$ cat src/hw/rtl/ipv4hb_pkg.sv
// ----------------------------------------------------------------------------
// ipv4hb_pkg
// Shared types, constants and the byte-selection function of the IPv4 header
// builder.
// ----------------------------------------------------------------------------
`default_nettype none

package ipv4hb_pkg;

  localparam int HdrBytes = 20;
  localparam int PosW     = 5;
  localparam int SumW     = 19;   // seven 16-bit terms fit in 19 bits
  localparam int QDepth   = 2;
  localparam int QAddrW   = 1;
  localparam int QCountW  = 2;

  localparam logic [PosW-1:0] LastPos    = 5'd19;
  localparam logic [15:0]     HdrLenBias = 16'd20;
  localparam logic [7:0]      VerIhl     = 8'h45;
  localparam logic [7:0]      FlagsDf    = 8'h40;
  // Constant header words 0x4500 and 0x4000 folded into one term.
  localparam logic [15:0]     ConstWords = 16'h8500;

  // Byte positions within the header.
  localparam logic [PosW-1:0] PosVerIhl = 5'd0;
  localparam logic [PosW-1:0] PosTos    = 5'd1;
  localparam logic [PosW-1:0] PosLenHi  = 5'd2;
  localparam logic [PosW-1:0] PosLenLo  = 5'd3;
  localparam logic [PosW-1:0] PosIdHi   = 5'd4;
  localparam logic [PosW-1:0] PosIdLo   = 5'd5;
  localparam logic [PosW-1:0] PosFlags  = 5'd6;
  localparam logic [PosW-1:0] PosFrag   = 5'd7;
  localparam logic [PosW-1:0] PosTtl    = 5'd8;
  localparam logic [PosW-1:0] PosProto  = 5'd9;
  localparam logic [PosW-1:0] PosCksHi  = 5'd10;
  localparam logic [PosW-1:0] PosCksLo  = 5'd11;
  localparam logic [PosW-1:0] PosSrc0   = 5'd12;
  localparam logic [PosW-1:0] PosSrc1   = 5'd13;
  localparam logic [PosW-1:0] PosSrc2   = 5'd14;
  localparam logic [PosW-1:0] PosSrc3   = 5'd15;
  localparam logic [PosW-1:0] PosDst0   = 5'd16;
  localparam logic [PosW-1:0] PosDst1   = 5'd17;
  localparam logic [PosW-1:0] PosDst2   = 5'd18;
  localparam logic [PosW-1:0] PosDst3   = 5'd19;

  typedef struct packed {
    logic [31:0] source_address;
    logic [31:0] destination_address;
    logic [7:0]  protocol_number;
    logic [7:0]  time_to_live;
    logic [15:0] payload_length;
  } req_t;

  typedef struct packed {
    logic [7:0]      header_byte;
    logic [PosW-1:0] byte_position;
    logic            last_byte;
  } rsp_t;

  // Everything the serializer needs to emit one header.
  typedef struct packed {
    logic [31:0] source_address;
    logic [31:0] destination_address;
    logic [7:0]  protocol_number;
    logic [7:0]  time_to_live;
    logic [15:0] total_length;
    logic [15:0] checksum;
  } hdr_t;

  function automatic logic [7:0] hdr_byte(input hdr_t h, input logic [PosW-1:0] pos);
    logic [7:0] b;
    b = 8'h00;
    unique case (pos)
      PosVerIhl: b = VerIhl;
      PosLenHi:  b = h.total_length[15:8];
      PosLenLo:  b = h.total_length[7:0];
      PosFlags:  b = FlagsDf;
      PosTtl:    b = h.time_to_live;
      PosProto:  b = h.protocol_number;
      PosCksHi:  b = h.checksum[15:8];
      PosCksLo:  b = h.checksum[7:0];
      PosSrc0:   b = h.source_address[31:24];
      PosSrc1:   b = h.source_address[23:16];
      PosSrc2:   b = h.source_address[15:8];
      PosSrc3:   b = h.source_address[7:0];
      PosDst0:   b = h.destination_address[31:24];
      PosDst1:   b = h.destination_address[23:16];
      PosDst2:   b = h.destination_address[15:8];
      PosDst3:   b = h.destination_address[7:0];
      PosTos, PosIdHi, PosIdLo, PosFrag: b = 8'h00;
      default:   b = 8'h00;
    endcase
    return b;
  endfunction

endpackage

`default_nettype wire

$ cat src/hw/rtl/ipv4hb_front.sv
// ----------------------------------------------------------------------------
// ipv4hb_front
// Accepts requests and computes total length and header checksum in a
// two-stage pipeline that stalls when the header queue is full.
// ----------------------------------------------------------------------------
`default_nettype none

module ipv4hb_front (
  input  wire logic              clk,
  input  wire logic              rst,
  input  wire ipv4hb_pkg::req_t  req,
  input  wire logic              push,
  output logic                   full,
  output ipv4hb_pkg::hdr_t       hdr,
  output logic                   hdr_valid,
  input  wire logic              hdr_ready
);

  ipv4hb_pkg::req_t          s1_req;
  logic                      s1_valid;
  ipv4hb_pkg::req_t          s2_req;
  logic [15:0]               s2_total;
  logic [ipv4hb_pkg::SumW-1:0] s2_sum;
  logic                      s2_valid;

  logic                      s2_ready;
  logic                      s1_move;
  logic [15:0]               total_next;
  logic [ipv4hb_pkg::SumW-1:0] sum_next;
  logic [16:0]               fold1;
  logic [15:0]               fold2;

  assign s2_ready = !s2_valid || hdr_ready;
  assign s1_move  = s1_valid && s2_ready;
  assign full     = s1_valid && !s2_ready;

  // Stage one: total length and the raw sum of the eight nonzero header words.
  always_comb begin
    total_next = s1_req.payload_length + ipv4hb_pkg::HdrLenBias;
    sum_next   = {3'b000, s1_req.source_address[31:16]}
               + {3'b000, s1_req.source_address[15:0]}
               + {3'b000, s1_req.destination_address[31:16]}
               + {3'b000, s1_req.destination_address[15:0]}
               + {3'b000, s1_req.time_to_live, s1_req.protocol_number}
               + {3'b000, total_next}
               + {3'b000, ipv4hb_pkg::ConstWords};
  end

  // Stage two: end-around carry folding and inversion.
  always_comb begin
    fold1 = {1'b0, s2_sum[15:0]} + {14'd0, s2_sum[ipv4hb_pkg::SumW-1:16]};
    fold2 = fold1[15:0] + {15'd0, fold1[16]};
  end

  always_ff @(posedge clk) begin
    if (rst) begin
      s1_valid <= 1'b0;
      s2_valid <= 1'b0;
    end else begin
      if (push && !full) begin
        s1_valid <= 1'b1;
      end else if (s1_move) begin
        s1_valid <= 1'b0;
      end
      if (s1_move) begin
        s2_valid <= 1'b1;
      end else if (hdr_ready) begin
        s2_valid <= 1'b0;
      end
    end
  end

  always_ff @(posedge clk) begin
    if (push && !full) begin
      s1_req <= req;
    end
    if (s1_move) begin
      s2_req   <= s1_req;
      s2_total <= total_next;
      s2_sum   <= sum_next;
    end
  end

  always_comb begin
    hdr.source_address      = s2_req.source_address;
    hdr.destination_address = s2_req.destination_address;
    hdr.protocol_number     = s2_req.protocol_number;
    hdr.time_to_live        = s2_req.time_to_live;
    hdr.total_length        = s2_total;
    hdr.checksum            = ~fold2;
  end

  assign hdr_valid = s2_valid;

endmodule

`default_nettype wire

$ cat src/hw/rtl/ipv4hb_queue.sv
// ----------------------------------------------------------------------------
// ipv4hb_queue
// Short header queue between the checksum pipeline and the serializer.
// ----------------------------------------------------------------------------
`default_nettype none

module ipv4hb_queue (
  input  wire logic             clk,
  input  wire logic             rst,
  input  wire ipv4hb_pkg::hdr_t wr_hdr,
  input  wire logic             wr_valid,
  output logic                  wr_ready,
  output ipv4hb_pkg::hdr_t      rd_hdr,
  output logic                  rd_valid,
  input  wire logic             rd_ready
);

  ipv4hb_pkg::hdr_t                slots [ipv4hb_pkg::QDepth];
  logic [ipv4hb_pkg::QAddrW-1:0]   wr_ptr;
  logic [ipv4hb_pkg::QAddrW-1:0]   rd_ptr;
  logic [ipv4hb_pkg::QCountW-1:0]  count;
  logic                            do_wr;
  logic                            do_rd;

  assign wr_ready = (count != ipv4hb_pkg::QCountW'(ipv4hb_pkg::QDepth));
  assign rd_valid = (count != '0);
  assign do_wr    = wr_valid && wr_ready;
  assign do_rd    = rd_valid && rd_ready;
  assign rd_hdr   = slots[rd_ptr];

  always_ff @(posedge clk) begin
    if (rst) begin
      wr_ptr <= '0;
      rd_ptr <= '0;
      count  <= '0;
    end else begin
      if (do_wr) begin
        wr_ptr <= wr_ptr + 1'b1;
      end
      if (do_rd) begin
        rd_ptr <= rd_ptr + 1'b1;
      end
      if (do_wr && !do_rd) begin
        count <= count + 1'b1;
      end else if (do_rd && !do_wr) begin
        count <= count - 1'b1;
      end
    end
  end

  always_ff @(posedge clk) begin
    if (do_wr) begin
      slots[wr_ptr] <= wr_hdr;
    end
  end

  // The fill count must never pass the queue depth.
  a_count_bound: assert property (@(posedge clk) disable iff (rst)
    count <= ipv4hb_pkg::QCountW'(ipv4hb_pkg::QDepth))
    else $error("header queue count exceeds depth");

  // When the queue is empty or full, the pointers are equal.
  a_ptr_gap: assert property (@(posedge clk) disable iff (rst)
    (count == '0 || count == ipv4hb_pkg::QCountW'(ipv4hb_pkg::QDepth)) |-> (wr_ptr == rd_ptr))
    else $error("header queue pointers disagree with count");

endmodule

`default_nettype wire

$ cat src/hw/rtl/ipv4hb_back.sv
// ----------------------------------------------------------------------------
// ipv4hb_back
// Serializer: takes one header from the queue and emits its twenty bytes
// through an output register, one byte per cycle while pop is not held low.
// ----------------------------------------------------------------------------
`default_nettype none

module ipv4hb_back (
  input  wire logic             clk,
  input  wire logic             rst,
  input  wire ipv4hb_pkg::hdr_t q_hdr,
  input  wire logic             q_valid,
  output logic                  q_ready,
  output ipv4hb_pkg::rsp_t      rsp,
  output logic                  empty,
  input  wire logic             pop
);

  ipv4hb_pkg::hdr_t               cur;
  logic                           cur_valid;
  logic [ipv4hb_pkg::PosW-1:0]    pos;
  ipv4hb_pkg::rsp_t               out;
  logic                           out_valid;

  logic                           out_load;
  logic                           emit;
  logic                           cur_done;

  assign out_load = !out_valid || pop;
  assign emit     = cur_valid && out_load;
  assign cur_done = emit && (pos == ipv4hb_pkg::LastPos);
  assign q_ready  = !cur_valid || cur_done;

  always_ff @(posedge clk) begin
    if (rst) begin
      cur_valid <= 1'b0;
      pos       <= '0;
      out_valid <= 1'b0;
    end else begin
      if (q_ready) begin
        cur_valid <= q_valid;
        pos       <= '0;
      end else if (emit) begin
        pos <= pos + 1'b1;
      end
      if (out_load) begin
        out_valid <= cur_valid;
      end
    end
  end

  always_ff @(posedge clk) begin
    if (q_ready && q_valid) begin
      cur <= q_hdr;
    end
    if (emit) begin
      out.header_byte   <= ipv4hb_pkg::hdr_byte(cur, pos);
      out.byte_position <= pos;
      out.last_byte     <= (pos == ipv4hb_pkg::LastPos);
    end
  end

  assign rsp   = out;
  assign empty = !out_valid;

  a_pos_range: assert property (@(posedge clk) disable iff (rst)
    cur_valid |-> (pos <= ipv4hb_pkg::LastPos))
    else $error("byte position past end of header");

  a_last_flag: assert property (@(posedge clk) disable iff (rst)
    out_valid |-> (out.last_byte == (out.byte_position == ipv4hb_pkg::LastPos)))
    else $error("last byte flag does not match position");

  // A header in flight keeps the serializer one byte ahead of the output.
  a_next_ready: assert property (@(posedge clk) disable iff (rst)
    (out_valid && !out.last_byte)
      |-> (cur_valid && (pos == out.byte_position + 1'b1)))
    else $error("serializer lost its place within a header");

endmodule

`default_nettype wire

$ cat src/hw/rtl/ipv4_header_builder_unit.sv
// ----------------------------------------------------------------------------
// ipv4_header_builder_unit
// Builds a 20-byte IPv4 header with checksum for each request word and
// streams it out one byte per word.
// ----------------------------------------------------------------------------
// Usage:
//   Requests enter as one word on req; a word is taken at a clock edge with
//   push high and full low. Each request yields twenty result words on rsp,
//   header bytes in transmission order with their byte position, the last one
//   flagged by last_byte. A result word is valid while empty is low and is
//   consumed at an edge with pop high.
//   Path: a taken request passes the two checksum stages, the queue and the
//   serializer's header and output registers before its first byte is on rsp.
//   Throughput: one result word per cycle while pop stays high, twenty words
//   per request, set by the byte-wide output register of the serializer.
//   The checksum pipeline and a two-entry header queue can hold several
//   requests ahead of the serializer, so push keeps being accepted while an
//   earlier header is still draining.
//   When the receiver holds pop low, the current byte stays on rsp, the
//   serializer halts, the queue fills and then full rises.
//   A synchronous reset empties every stage; no partial header survives.
// ----------------------------------------------------------------------------
`default_nettype none

module ipv4_header_builder_unit (
  input  wire logic             clk,
  input  wire logic             rst,
  input  wire ipv4hb_pkg::req_t req,
  input  wire logic             push,
  output logic                  full,
  output ipv4hb_pkg::rsp_t      rsp,
  output logic                  empty,
  input  wire logic             pop
);

  // Front end to queue.
  ipv4hb_pkg::hdr_t front_hdr;
  logic             front_valid;
  logic             front_ready;

  // Queue to serializer.
  ipv4hb_pkg::hdr_t back_hdr;
  logic             back_valid;
  logic             back_ready;

  // The front computes length and checksum for each accepted request.
  ipv4hb_front u_front (
    .clk       (clk),
    .rst       (rst),
    .req       (req),
    .push      (push),
    .full      (full),
    .hdr       (front_hdr),
    .hdr_valid (front_valid),
    .hdr_ready (front_ready)
  );

  // The queue decouples checksum generation from byte streaming.
  ipv4hb_queue u_queue (
    .clk      (clk),
    .rst      (rst),
    .wr_hdr   (front_hdr),
    .wr_valid (front_valid),
    .wr_ready (front_ready),
    .rd_hdr   (back_hdr),
    .rd_valid (back_valid),
    .rd_ready (back_ready)
  );

  // The serializer emits the header bytes through its output register.
  ipv4hb_back u_back (
    .clk     (clk),
    .rst     (rst),
    .q_hdr   (back_hdr),
    .q_valid (back_valid),
    .q_ready (back_ready),
    .rsp     (rsp),
    .empty   (empty),
    .pop     (pop)
  );

endmodule

`default_nettype wire
$ cat config.mk
export PLATFORM = sky130hd
export DESIGN_NAME = ipv4_header_builder_unit
export DESIGN_NICKNAME = d
export VERILOG_FILES = /design/src/hw/rtl/ipv4hb_pkg.sv /design/src/hw/rtl/ipv4hb_front.sv /design/src/hw/rtl/ipv4hb_queue.sv /design/src/hw/rtl/ipv4hb_back.sv /design/src/hw/rtl/ipv4_header_builder_unit.sv
export SDC_FILE = /design/constraint.sdc
export NUM_CORES = 1
export LEC_CHECK = 0
export BUFFER_PORTS_ARGS = -buffer_cell sky130_fd_sc_hd__buf_2
export CAP_MARGIN = 15
export CORE_UTILIZATION = 60
export DETAILED_ROUTE_END_ITERATION = 10
export GPL_TIMING_DRIVEN = 0
export PLACE_DENSITY_LB_ADDON = 0.12
export SLEW_MARGIN = 20
export SYNTH_ARGS = -nofsm -noshare
export SYNTH_HDL_FRONTEND = slang
export SYNTH_SLANG_ARGS = --single-unit
$ cat constraint.sdc
create_clock -name clk -period 7.15 [get_ports clk]
set_input_delay 1.43 -clock clk [delete_from_list [all_inputs] [get_ports clk]]
set_output_delay 1.43 -clock clk [all_outputs]
set_load 0.05 [all_outputs]
==> metrics.md, run 1 <==
| Metric | Value |
|---|---|
| Cell Area, Synth | 0.02337 mm^2 |
| Async S/R FF share, synth | 0% |
| Mux cell area share after synthesis | 5.616% |
| Type of the most critical hold path | reg2reg |
| Post-DRT Antenna Nets | 0 |
| Critical path, cell by cell | ha_1, inv_1, fa_1, nor2b_1, o21a_1, nor2_1, xnor2_1, fa_1, inv_1, fa_1, fa_1, inv_1, ha_1, nor2b_1, o21ai_0, a21boi_1, o221ai_1, nand3_1, a31o_2, a21o_1 |
| Port bufs | 114 |
| EDFF count, synth | 561 |
| Max Clock Freq | 165.2 MHz |
| Slew Viols, Final | 0 |
| Initial antenna violation count | 1 |
| RSZ-0062 raised after global routing | false |
| Instance count on the critical path | 20 |
| Drt pass-1 iters | 5 |
| Final Hold Fails | 0 |
| Global routing's busiest layer | met2 |
| Worst path max stage delay | 0.58 ns |
| Crit path capture type | flip-flop |
| Max-cap viol count | 0 |
| Most Frequent Cell on Critical Path | fa_1 |
| Number of cells on the worst hold path | 0 |
| Critical Path RT | 7.51 ns |
| Die W | 199.4 um |
| CTS Buffer Depth | 3 |
| Final net count | 1,752 |
| Mapped Cells | 1,351 |
| Syn Nets | 1,563 |
| Number of DRC markers in iteration 0 | 1,073 |
| CTS sink cnt | 574 |
| Worst slew margin | 24.17% |
| Peak supply drop | 0.2606 mV |
| Delay-heaviest family, CP | adder cells |
| WL/cell | 24.61 um |
| Area share of and/or/nand/nor cells after synthesis | 3.983% |
| PD cells | 387.8 mW/mm^2 |
| CTS HTree Levels | 2 |
| Tot Pwr | 10,430 uW |
| Main combinational cell family by area after synthesis | adder cells |
| Postcts setup bufs | 0 |
| Routability cong. | 0.9359 |
| Number of global-route vias before repair | 12,050 |
| Fill count | 2,482 |
| Total core area | 0.03802 mm^2 |
| Worst Setup Path Type | reg2reg |
| YS warnings | 0 |
| Setup Viol. Count Final | 0 |
| Worst r2r path cells | 20 |
| CTS root buffer | clkbuf_16 |
| Setup Total Neg Slack | 0 ns |
| Layout Skew | 0.01926 ns |
| DRC Markers | 0 |
| Met3 usage | 4.405% |
| M1 GR Usage | 37.88% |
| Library cells used by synthesis | 68 |
| Total grt overflow | 0 |
| Leakage | 0.009679 uW |
| Global Route met2 Usage | 44.53% |
| Fraction of layout cells with a size suffix above 1 | 22.03% |
| Compound-gate portion of the synthesized area | 4.899% |
| Post-synth top flop | edfxtp_1 |
| Min-Delay Endpoint | u_queue.slots[1][90] |
| TritonCTS Buffers | 56 |
| Sequential area share after synthesis | 73.19% |
| Top post-synthesis cells by count | edfxtp_1, mux2_2, inv_1 |
| CTS resizes | 0 |
| Die area | 0.03974 mm^2 |
| Worst Tran Pin Value | 1.129 ns |
| Status | completed |
| Crit-path slowest cell | fa_1 |
| Routed vias/inst | 5.754 |
| Largest net degree at the start of global routing | 70 |
| Critical-path maximum fanout | 4 |
| Post-DP HPWL | 36,940 um |
| Synth area leader | edfxtp_1 |
| Most common cell in the netlist | edfxtp_1 |
| Synth Register Bits | 574 |
| Area grow syn2layout | 15.06% |
| Hold Crit Start | u_front.hdr[90] |
| Adder-cell share of the synthesized area | 7.602% |
| Rows | 71 |
| Hold Slack | 0.4437 ns |
| Crit path DAT | 6.41 ns |
| Share of the synthesized area in the top cell type | 72.08% |
| First-pass GRT wire length | 75,880 um |
| Total wire length | 51,550 um |
| # diodes | 0 |
| IO Pins | 116 |
| Total GRT Usage | 27.23% |
| DR vias | 12,060 |
| Buf/Inv on CP | 3 |
| Worst skew pair latency | 0.61 ns |
| Worst Setup Start Kind | flip-flop |
| Top cells by area, synth | edfxtp_1, mux2_2, fa_1 |
| Worst r2r dst | u_front.s2_sum[18] |
| Reg clk slew, reported paths | 0.06 ns |
| Initial Utilization | 61.47% |
| Fin crit period | 6.052 ns |
| Die height | 199.4 um |
| Post-synthesis xor/xnor area fraction | 2.361% |
| Final Core Density | 70.73% |
| TritonCTS clock tree | built |
| Tcrit/Tclk final | 84.65% |
| Origin of the critical flop-to-flop path | u_front.s1_req[64] |
| Avg Cell Area, Syn | 17.30 um^2 |
| Reg2Reg Setup Slack | 1.10 ns |
| Hold buffer count at CTS | 0 |
==> registers in the layout, indices dropped and copies added (netlist names) <==
signal and flops:
u_back.cur_valid 1, u_queue.wr_ptr 1, u_back.rsp 14, u_queue.slots 224, u_front.s2_total 16, u_queue.count 2
u_front.hdr 80, u_front.hdr_valid 1, u_back.pos 5, u_back.cur 112, u_back.out_valid 1, u_queue.rd_ptr 1
u_front.s1_valid 1, u_front.s1_req 96, u_front.s2_sum 19
==> report_power, final <==
part	total [uW]	internal, uW	switching [uW]
Combinational	2720	1040	1680
Clock	3000	1770	1230
Sequential	4710	4430	286
Total	10400	7240	3190
==> through the flow <==
step | instances | area [um^2] | setup slack (ns)
floorplan | 1351 | 23370 | 0.8841
global placement | 1976 | 24580 | -2.519
detailed placement | 1993 | 25020 | 1.088
CTS | 2095 | 26890 | 1.068
global route | 2095 | 26890 | 0.8559
finish | 2095 | 26890 | 1.098
==> routing by layer <==
metal  wire (um)  vias up
met2       25320      428
met3        3240       74
li1            -     5489
met1       21820     6064
met5           0        -
met4        1174        0
==> how the worst max path moves through the flow <==
| stage | slack [ns] | startpoint | end |
|---|---|---|---|
| finish | 1.10 | u_front.s1_req[64] | u_front.s2_sum[18] |
| global route | 0.86 | u_front.s1_req[64] | u_front.s2_sum[18] |
| CTS | 1.07 | u_front.s1_req[64] | u_front.s2_sum[18] |
| detailed placement | 1.09 | u_front.s1_req[64] | u_front.s2_sum[18] |
| global placement | -2.52 | u_queue.count[0] | u_front.hdr[55] |
| floorplan | 0.88 | u_queue.count[0] | u_front.hdr[100] |
==> layout by cell type, fill, tap and decap left out, types with 17 or more instances in the layout <==
cell type	n
nor2_1	55
a21oi_1	29
and3_1	17
clkbuf_16	58
mux2_2	113
edfxtp_1	561
xnor2_1	41
buf_2	114
o21ai_0	18
fa_1	50
ha_1	62
inv_1	107
xor2_1	22
clkbuf_1	38
nand2_1	45
nand3_1	21
==> cells by family after synthesis <==
group           count (synthesis)
xor+xnor                       63
fa+ha+maj                     112
compound gates                155
flops                         574
mux                           117
buf+inv                       141
simple gates                  189
==> cell type report <==
| cell class | count | area (um^2) | share of cell area, % |
|---|---|---|---|
| plain buffers | 33 | 142.6 | 0.5304 |
| clock buffers | 70 | 1496 | 5.565 |
| clock inverters | 32 | 371.6 | 1.382 |
| inverters | 108 | 410.4 | 1.526 |
| multi-input cells | 636 | 5754 | 21.40 |
| flip-flops and latches | 574 | 17110 | 63.61 |
| well taps | 511 | 639.4 | 2.378 |
| repair buffers | 131 | 970.9 | 3.610 |
No activity file was read; power rests on OpenSTA's default activity.
==> run 2: changes to the inputs <==
Settings changed: ABC_AREA set to 1.
Clock period 7.15 ns to 6.3 ns, I/O delays scaled along.
==> metrics.md, run 2 <==
| Metric | Value |
|---|---|
| Post-synth top flop | edfxtp_1 |
| Reg2Reg Setup Slack | 0.69 ns (-0.40 ns) |
| Synth Register Bits | 574 (unchanged) |
| WL/cell | 20.41 um (-17%) |
| Int Pwr | 8005 uW (+11%) |
| Most common cell in the netlist | edfxtp_1 |
| Leakage | 0.01063 uW (+9.8%) |
| Layout Skew | 0.01846 ns (-0.0008031 ns) |
| Top cells by area, synth | edfxtp_1, nand2_1, fa_1 |
| Rows | 72 (+1.4%) |
| CTS resizes | 0 (unchanged) |
| Hold Slack | 0.4398 ns (-0.003863 ns) |
| Worst slew margin | 45.12% (+21 points) |
| Post-DRT Antenna Nets | 0 (unchanged) |
| Final WS setup | 0.6945 ns (-0.4033 ns) |
| Largest register FFs | 224 (unchanged) |
| Die W | 201.2 um (+0.95%) |
| CTS Buffer Depth | 3 (unchanged) |
| Setup crit end | u_front.s2_sum[16] |
| Worst Setup Start Kind | flip-flop |
| Total core area | 0.03892 mm^2 (+2.4%) |
| Type of the most critical hold path | reg2reg |
| Final Hold Fails | 0 (unchanged) |
| Fin crit period | 5.605 ns (-0.4467 ns) |
| Die area | 0.04050 mm^2 (+1.9%) |
| Critical Path Source | u_front.s1_req[80] |
| IO Pins | 116 (unchanged) |
| Initial Utilization | 61.20% (-0.26 points) |
| Worst Setup Path Type | reg2reg |
| TritonCTS Buffers | 56 (unchanged) |
| Crit path capture type | flip-flop |
| Fill count | 2,670 (+7.6%) |
| Avg Cell Area, Syn | 13.34 um^2 (-23%) |
| Critical-path maximum fanout | 5 (+1) |
| Largest register by flop count | u_queue.slots |
| YS warnings | 0 (unchanged) |
| Library cells used by synthesis | 42 (-38%) |
| Most frequent cells in the layout | edfxtp_1, nand2_1, inv_1 |
| Critical Path RT | 6.63 ns (-0.88 ns) |
| Placed Area | 0.02546 mm^2 (+1.8%) |
| RSZ-0062 raised after global routing | false |
| Reg clk slew, reported paths | 0.06 ns (about the same) |
| Synth area leader | edfxtp_1 |
| Syn Nets | 1,997 (+28%) |
| Share of the synthesized area in the top cell type | 70.73% (-1.4 points) |
| Largest regs | u_queue.slots (224), u_back.cur (112), u_front.s1_req (96) |
| Area grow syn2layout | 14.06% |
| Number of DRC markers in iteration 0 | 1,320 (+23%) |
| Worst r2r path cells | 20 (unchanged) |
| CTS root buffer | clkbuf_16 |
| Port bufs | 115 (+0.88%) |
| Sw Share | 33.13% (+2.5 points) |
| Hold buffer count at CTS | 0 (unchanged) |
| Sequential cell fraction of total power | 45.5% (+0.3 points) |
| Total wire length | 51,770 um (+0.43%) |
| PD cells | 440.6 mW/mm^2 (+14%) |
| Most common cell after layout, fill and taps aside | edfxtp_1 |
| Crit path DAT | 5.94 ns (-0.47 ns) |
| Tcrit/Tclk final | 88.98% (+4.3 points) |
| Total GRT Usage | 26.48% (-0.76 points) |
| Max Clock Freq | 178.4 MHz (+8.0%) |
| Worst r2r dst | u_front.s2_sum[16] |
| Worst skew pair latency | 0.60 ns (about the same) |
| Initial antenna violation count | 0 (-1) |
| Largest net degree at the start of global routing | 76 (+8.6%) |
| DR vias | 13,650 (+13%) |
| Worst Setup Slack post-DPL | 0.7019 ns (-0.3864 ns) |
| Worst Tran Pin Value | 0.8213 ns (-0.3074 ns) |
| Final instance area | 0.02717 mm^2 (+1.0%) |
| Postcts setup bufs | 0 (unchanged) |
| Status | completed |
| Peak supply drop | 0.2961 mV (+14%) |
| Top post-synthesis cells by count | edfxtp_1, nand2_1, inv_1 |
| Fraction of layout cells with a size suffix above 1 | 12.38% (-9.7 points) |
| Slew Viols, Final | 0 (unchanged) |
| Total grt overflow | 0 (unchanged) |
| Origin of the critical flop-to-flop path | u_front.s1_req[80] |
| CTS HTree Levels | 2 (unchanged) |
| Cell Area, Synth | 0.02382 mm^2 (+1.9%) |
| Switch Pwr | 3965 uW (+24%) |
| DRC Markers | 0 (unchanged) |
| Max-cap viol count | 0 (unchanged) |
| Mapped Cells | 1,785 (+32%) |
| Routed vias/inst | 5.382 (-6.5%) |
| Routability cong. | 0.8616 (-7.9%) |
| Drt pass-1 iters | 5 (unchanged) |
| Async S/R FF share, synth | 0% (unchanged) |
| TritonCTS clock tree | built |
| Final net count | 2,186 (+25%) |
| Sequential area share after synthesis | 71.82% (-1.4 points) |
| CTS sink cnt | 574 (unchanged) |
| Setup Viol. Count Final | 0 (unchanged) |
| Number of global-route vias before repair | 13,430 (+11%) |
| Gate power share | 28.6% (+2.5 points) |
| # diodes | 0 (unchanged) |
| First-pass GRT wire length | 78,330 um (+3.2%) |
| Die height | 201.2 um (+0.95%) |
| Clk pwr share | 26.0% (-2.7 points) |
| Post-DP HPWL | 38,590 um (+4.5%) |
| EDFF count, synth | 561 (unchanged) |
[run 2: worst max-delay path: stages, from the launching register on]
cell,delay [ns]
edfxtp_1,0.42
ha_1,0.21
inv_1,0.07
fa_1,0.40
o21ai_0,0.50
a21oi_1,0.29
o21bai_1,0.27
nand2_1,0.10
nand3_1,0.08
nand2_1,0.12
fa_1,0.53
inv_1,0.07
fa_1,0.44
fa_1,0.58
inv_1,0.06
ha_1,0.36
a21oi_1,0.34
o21ai_0,0.12
a21oi_1,0.11
o21ai_0,0.11
xor2_1,0.16
[run 2: per-stage QoR]
step / TNS [ns] / instances / power [uW] / utilization [%]
after floorplan: 0 / 1785 / 7723 / -
after global placement: -583.85 / 2418 / 8820 / 64.35
after detailed placement: 0 / 2434 / 8942 / 65.42
after CTS: 0 / 2537 / 12050 / 69.81
after global routing: 0 / 2537 / 12630 / 69.81
final: 0 / 2537 / 11970 / 69.81
[run 2: kinds of logic after synthesis]
family,count (synthesis),synth area share (%)
compound gates,112,2.810
simple gates,724,12.60
flops,574,71.82
fa+ha+maj,112,7.459
buf+inv,212,3.404
xor+xnor,51,1.907
[run 2: layout make-up]
type | instances | area, um^2 | share of cell area, %
clock buffer | 77 | 1521 | 5.600
clock inverter | 26 | 185.2 | 0.6816
buffer | 28 | 120.1 | 0.4421
sequential | 574 | 17110 | 62.97
multi-input combinational | 999 | 5922 | 21.80
timing repair buffer | 131 | 963.4 | 3.546
tap | 518 | 648.1 | 2.386
inverter | 184 | 700.7 | 2.579
[run 2: per-layer routing]
metal / GRT usage, % / vias up / share of wire (%)
met5: 0 / - / 0
met3: 3.709 / 101 / 7.0
li1: - / 6500 / -
met1: 39.32 / 6531 / 44
met4: 10.34 / 0 / 3.5
met2: 40.24 / 521 / 45
[run 2: worst min path at each step]
stage,cells past startpoint,endpoint,from
after detailed placement,0,u_queue.slots[1][83],u_front.hdr[83]
after global placement,0,u_queue.slots[0][99],u_front.hdr[99]
after CTS,0,u_queue.slots[0][77],u_front.hdr[77]
after floorplan,0,u_queue.slots[0][100],u_front.hdr[100]
final,0,u_queue.slots[1][21],u_front.s2_total[5]
after global routing,0,u_queue.slots[0][77],u_front.hdr[77]
[run 2: power by group through the flow]
| stage | Clock, uW | Sequential (uW) | Combinational (uW) |
|---|---|---|---|
| 3_5_place_dp | 0 | 5510 | 3430 |
| 3_3_place_gp | 0 | 5560 | 3260 |
| 5_1_grt | 3310 | 5490 | 3830 |
| 2_1_floorplan | 0 | 5490 | 2240 |
| 6_report | 3110 | 5440 | 3420 |
| 4_1_cts | 3160 | 5440 | 3450 |
==> run 3: changes to the inputs <==
Settings changed: CTS_BUF_LIST set to sky130_fd_sc_hd__clkbuf_2.
Clock period 6.3 ns to 5.8 ns, I/O delays scaled along.
==> metrics.md, run 3 (same netlist as run 2, synthesis figures left out) <==
| Metric | Value |
|---|---|
| Status | completed |
| Buf/Inv on CP | 3 (unchanged) |
| Sw Share | 36.03% (+2.9 points) |
| CTS HTree Levels | 4 (+2) |
| Final Hold Fails | 0 (unchanged) |
| Die W | 201.2 um (unchanged) |
| Worst skew pair latency | 1.05 ns (+0.45 ns) |
| Origin of the critical flop-to-flop path | u_front.s1_req[80] |
| Total grt overflow | 0 (unchanged) |
| Layout Skew | 0.06776 ns (+0.04931 ns) |
| Setup Viol. Count Final | 0 (unchanged) |
| Area grow syn2layout | 12.49% |
| Most common cell after layout, fill and taps aside | edfxtp_1 |
| Routability cong. | 0.8594 (-0.26%) |
| Worst Setup Path Type | reg2reg |
| Min-Delay Endpoint | u_front.s1_req[46] |
| Worst path max stage delay | 0.57 ns (about the same) |
| Max Clock Freq | 181.8 MHz (+1.9%) |
| Worst Setup Start Kind | flip-flop |
| Largest register FFs | 224 (unchanged) |
| Crit path capture type | flip-flop |
| Critical-path maximum fanout | 5 (unchanged) |
| Routed vias/inst | 5.333 (-0.89%) |
| First-pass GRT wire length | 79,980 um (+2.1%) |
| Die height | 201.2 um (unchanged) |
| Final instance area | 0.02679 mm^2 (-1.4%) |
| Total core area | 0.03892 mm^2 (unchanged) |
| Cell Count Post-Placement | 2,435 (+0.041%) |
| Largest net degree at the start of global routing | 75 (-1.3%) |
| Reg2Reg Setup Slack | 0.30 ns (-0.39 ns) |
| Number of DRC markers in iteration 0 | 1,230 (-6.8%) |
| Crit path DAT | 6.29 ns (+0.35 ns) |
| Crit-path slowest cell | fa_1 |
| Sequential cell fraction of total power | 47.9% (+2.4 points) |
| Fin cells | 2,684 (+5.8%) |
| DRC Markers | 0 (unchanged) |
| Port bufs | 115 (unchanged) |
| Worst Tran Pin Value | 0.8635 ns (+0.04215 ns) |
| TritonCTS clock tree | built |
| Hold Crit Start | req[46] |
| Number of global-route vias before repair | 14,240 (+6.0%) |
| Peak supply drop | 0.3033 mV (+2.4%) |
| Reg clk slew, reported paths | 0.10 ns (+0.04 ns) |
| Initial Utilization | 61.20% (unchanged) |
| Drt pass-1 iters | 6 (+1) |
| CTS Buffer Depth | 3 (unchanged) |
| TritonCTS Buffers | 143 (+160%) |
| Type of the most critical hold path | in2reg |
| Worst slew margin | 42.22% (-2.9 points) |
| Rows | 72 (unchanged) |
| Critical path, cell by cell | ha_1, inv_1, fa_1, o21ai_1, a21oi_1, o21bai_1, nand2_1, nand3_1, nand2_1, fa_1, inv_1, fa_1, fa_1, inv_1, ha_1, a21oi_1, o21ai_0, a21oi_1, o21ai_0, xor2_1 |
| Int Pwr | 7875 uW (-1.6%) |
| Critical Path RT | 6.59 ns (-0.04 ns) |
| RSZ-0062 raised after global routing | false |
| Fraction of layout cells with a size suffix above 1 | 18.52% (+6.1 points) |
| Switch Pwr | 4435 uW (+12%) |
| Final net count | 2,274 (+4.0%) |
| Largest register by flop count | u_queue.slots |
| Most Frequent Cell on Critical Path | fa_1 |
| Hold Slack | 0.2738 ns (-0.1660 ns) |
| PD cells | 459.4 mW/mm^2 (+4.3%) |
| Post-DP HPWL | 38,890 um (+0.76%) |
| WL/cell | 19.70 um (-3.5%) |
| Total wire length | 52,870 um (+2.1%) |
| IO Pins | 116 (unchanged) |
| Delay-heaviest family, CP | adder cells |
| Post-DRT Antenna Nets | 0 (unchanged) |
| Max-cap viol count | 0 (unchanged) |
| Slew Viols, Final | 0 (unchanged) |
| Final Core Density | 68.85% (-0.96 points) |
| Tcrit/Tclk final | 94.83% (+5.9 points) |
| DR vias | 14,320 (+4.8%) |
| CTS sink cnt | 574 (unchanged) |
| Most frequent cells in the layout | edfxtp_1, nand2_1, clkbuf_2 |
| Leakage | 0.01080 uW (+1.7%) |
| Total GRT Usage | 27.15% (+0.67 points) |
| Initial antenna violation count | 1 (+1) |
| Worst r2r path cells | 20 (unchanged) |
| Number of cells on the worst hold path | 1 (+1) |
| Critical Path Source | u_front.s1_req[80] |
| Fin crit period | 5.500 ns (-0.1053 ns) |
| Clk pwr share | 21.4% (-4.6 points) |
| Worst r2r dst | u_front.s2_sum[16] |
| Die area | 0.04050 mm^2 (unchanged) |
| CTS root buffer | clkbuf_2 |
| Postcts setup bufs | 0 (unchanged) |
| Gate power share | 30.8% (+2.2 points) |
| Largest regs | u_queue.slots (224), u_back.cur (112), u_front.s1_req (96) |
| Placed Area | 0.02551 mm^2 (+0.20%) |
| Hold buffer count at CTS | 0 (unchanged) |
[run 3: area by class of cell]
class                   instances  area [um^2]
flip-flops and latches        574        17110
fillers                      2867        12120
multi-input cells             999         5922
clock buffers                 203         1016
repair buffers                132         1013
inverters                     184        700.7
well taps                     518        648.1
clock inverters                45        264.0
plain buffers                  28        120.1
diodes                          1        2.502
[run 3: through the flow]
| step | power (uW) | setup WS [ns] | TNS (ns) |
|---|---|---|---|
| 6_report | 12310 | 0.2998 | 0 |
| 4_1_cts | 12390 | 0.07372 | 0 |
| 3_5_place_dp | 9756 | 0.1081 | 0 |
| 3_3_place_gp | 9570 | -0.09495 | -15.91 |
| 5_1_grt | 13090 | 0.03052 | 0 |
| 2_1_floorplan | 8383 | 1.273 | 0 |
[run 3: repair_timing]
| item | in CTS | in global routing |
|---|---|---|
| endpoints found under the hold margin | 0 | 0 |
| gates resized for setup | 0 | 2 |
| endpoints found under the setup margin | 0 | 8 |
[run 3: power groups by stage]
stage	logic, uW	clock network [uW]	registers (uW)
detailed placement	3780	0	5980
global route	4230	2920	5950
CTS	3800	2700	5890
floorplan	2430	0	5950
global placement	3560	0	6010
finish	3790	2630	5890
[run 3: worst max-delay path by stage]
stage / slack, ns / endpoint / cells past startpoint
after global placement: -0.09 / u_queue.slots[1][4] / 4
after floorplan: 1.27 / u_front.s2_sum[16] / 20
after global routing: 0.03 / u_front.s2_sum[14] / 21
final: 0.30 / u_front.s2_sum[16] / 20
after detailed placement: 0.11 / u_front.s2_sum[14] / 20
after CTS: 0.07 / u_front.s2_sum[14] / 20
[run 3: routing by layer]
layer	track usage [%]	routed length [um]	up-vias
li1	-	-	6753
met1	38.61	22880	6826
met2	41.93	24530	642
met3	5.993	4170	94
met4	9.416	1289	0
met5	0	0	-
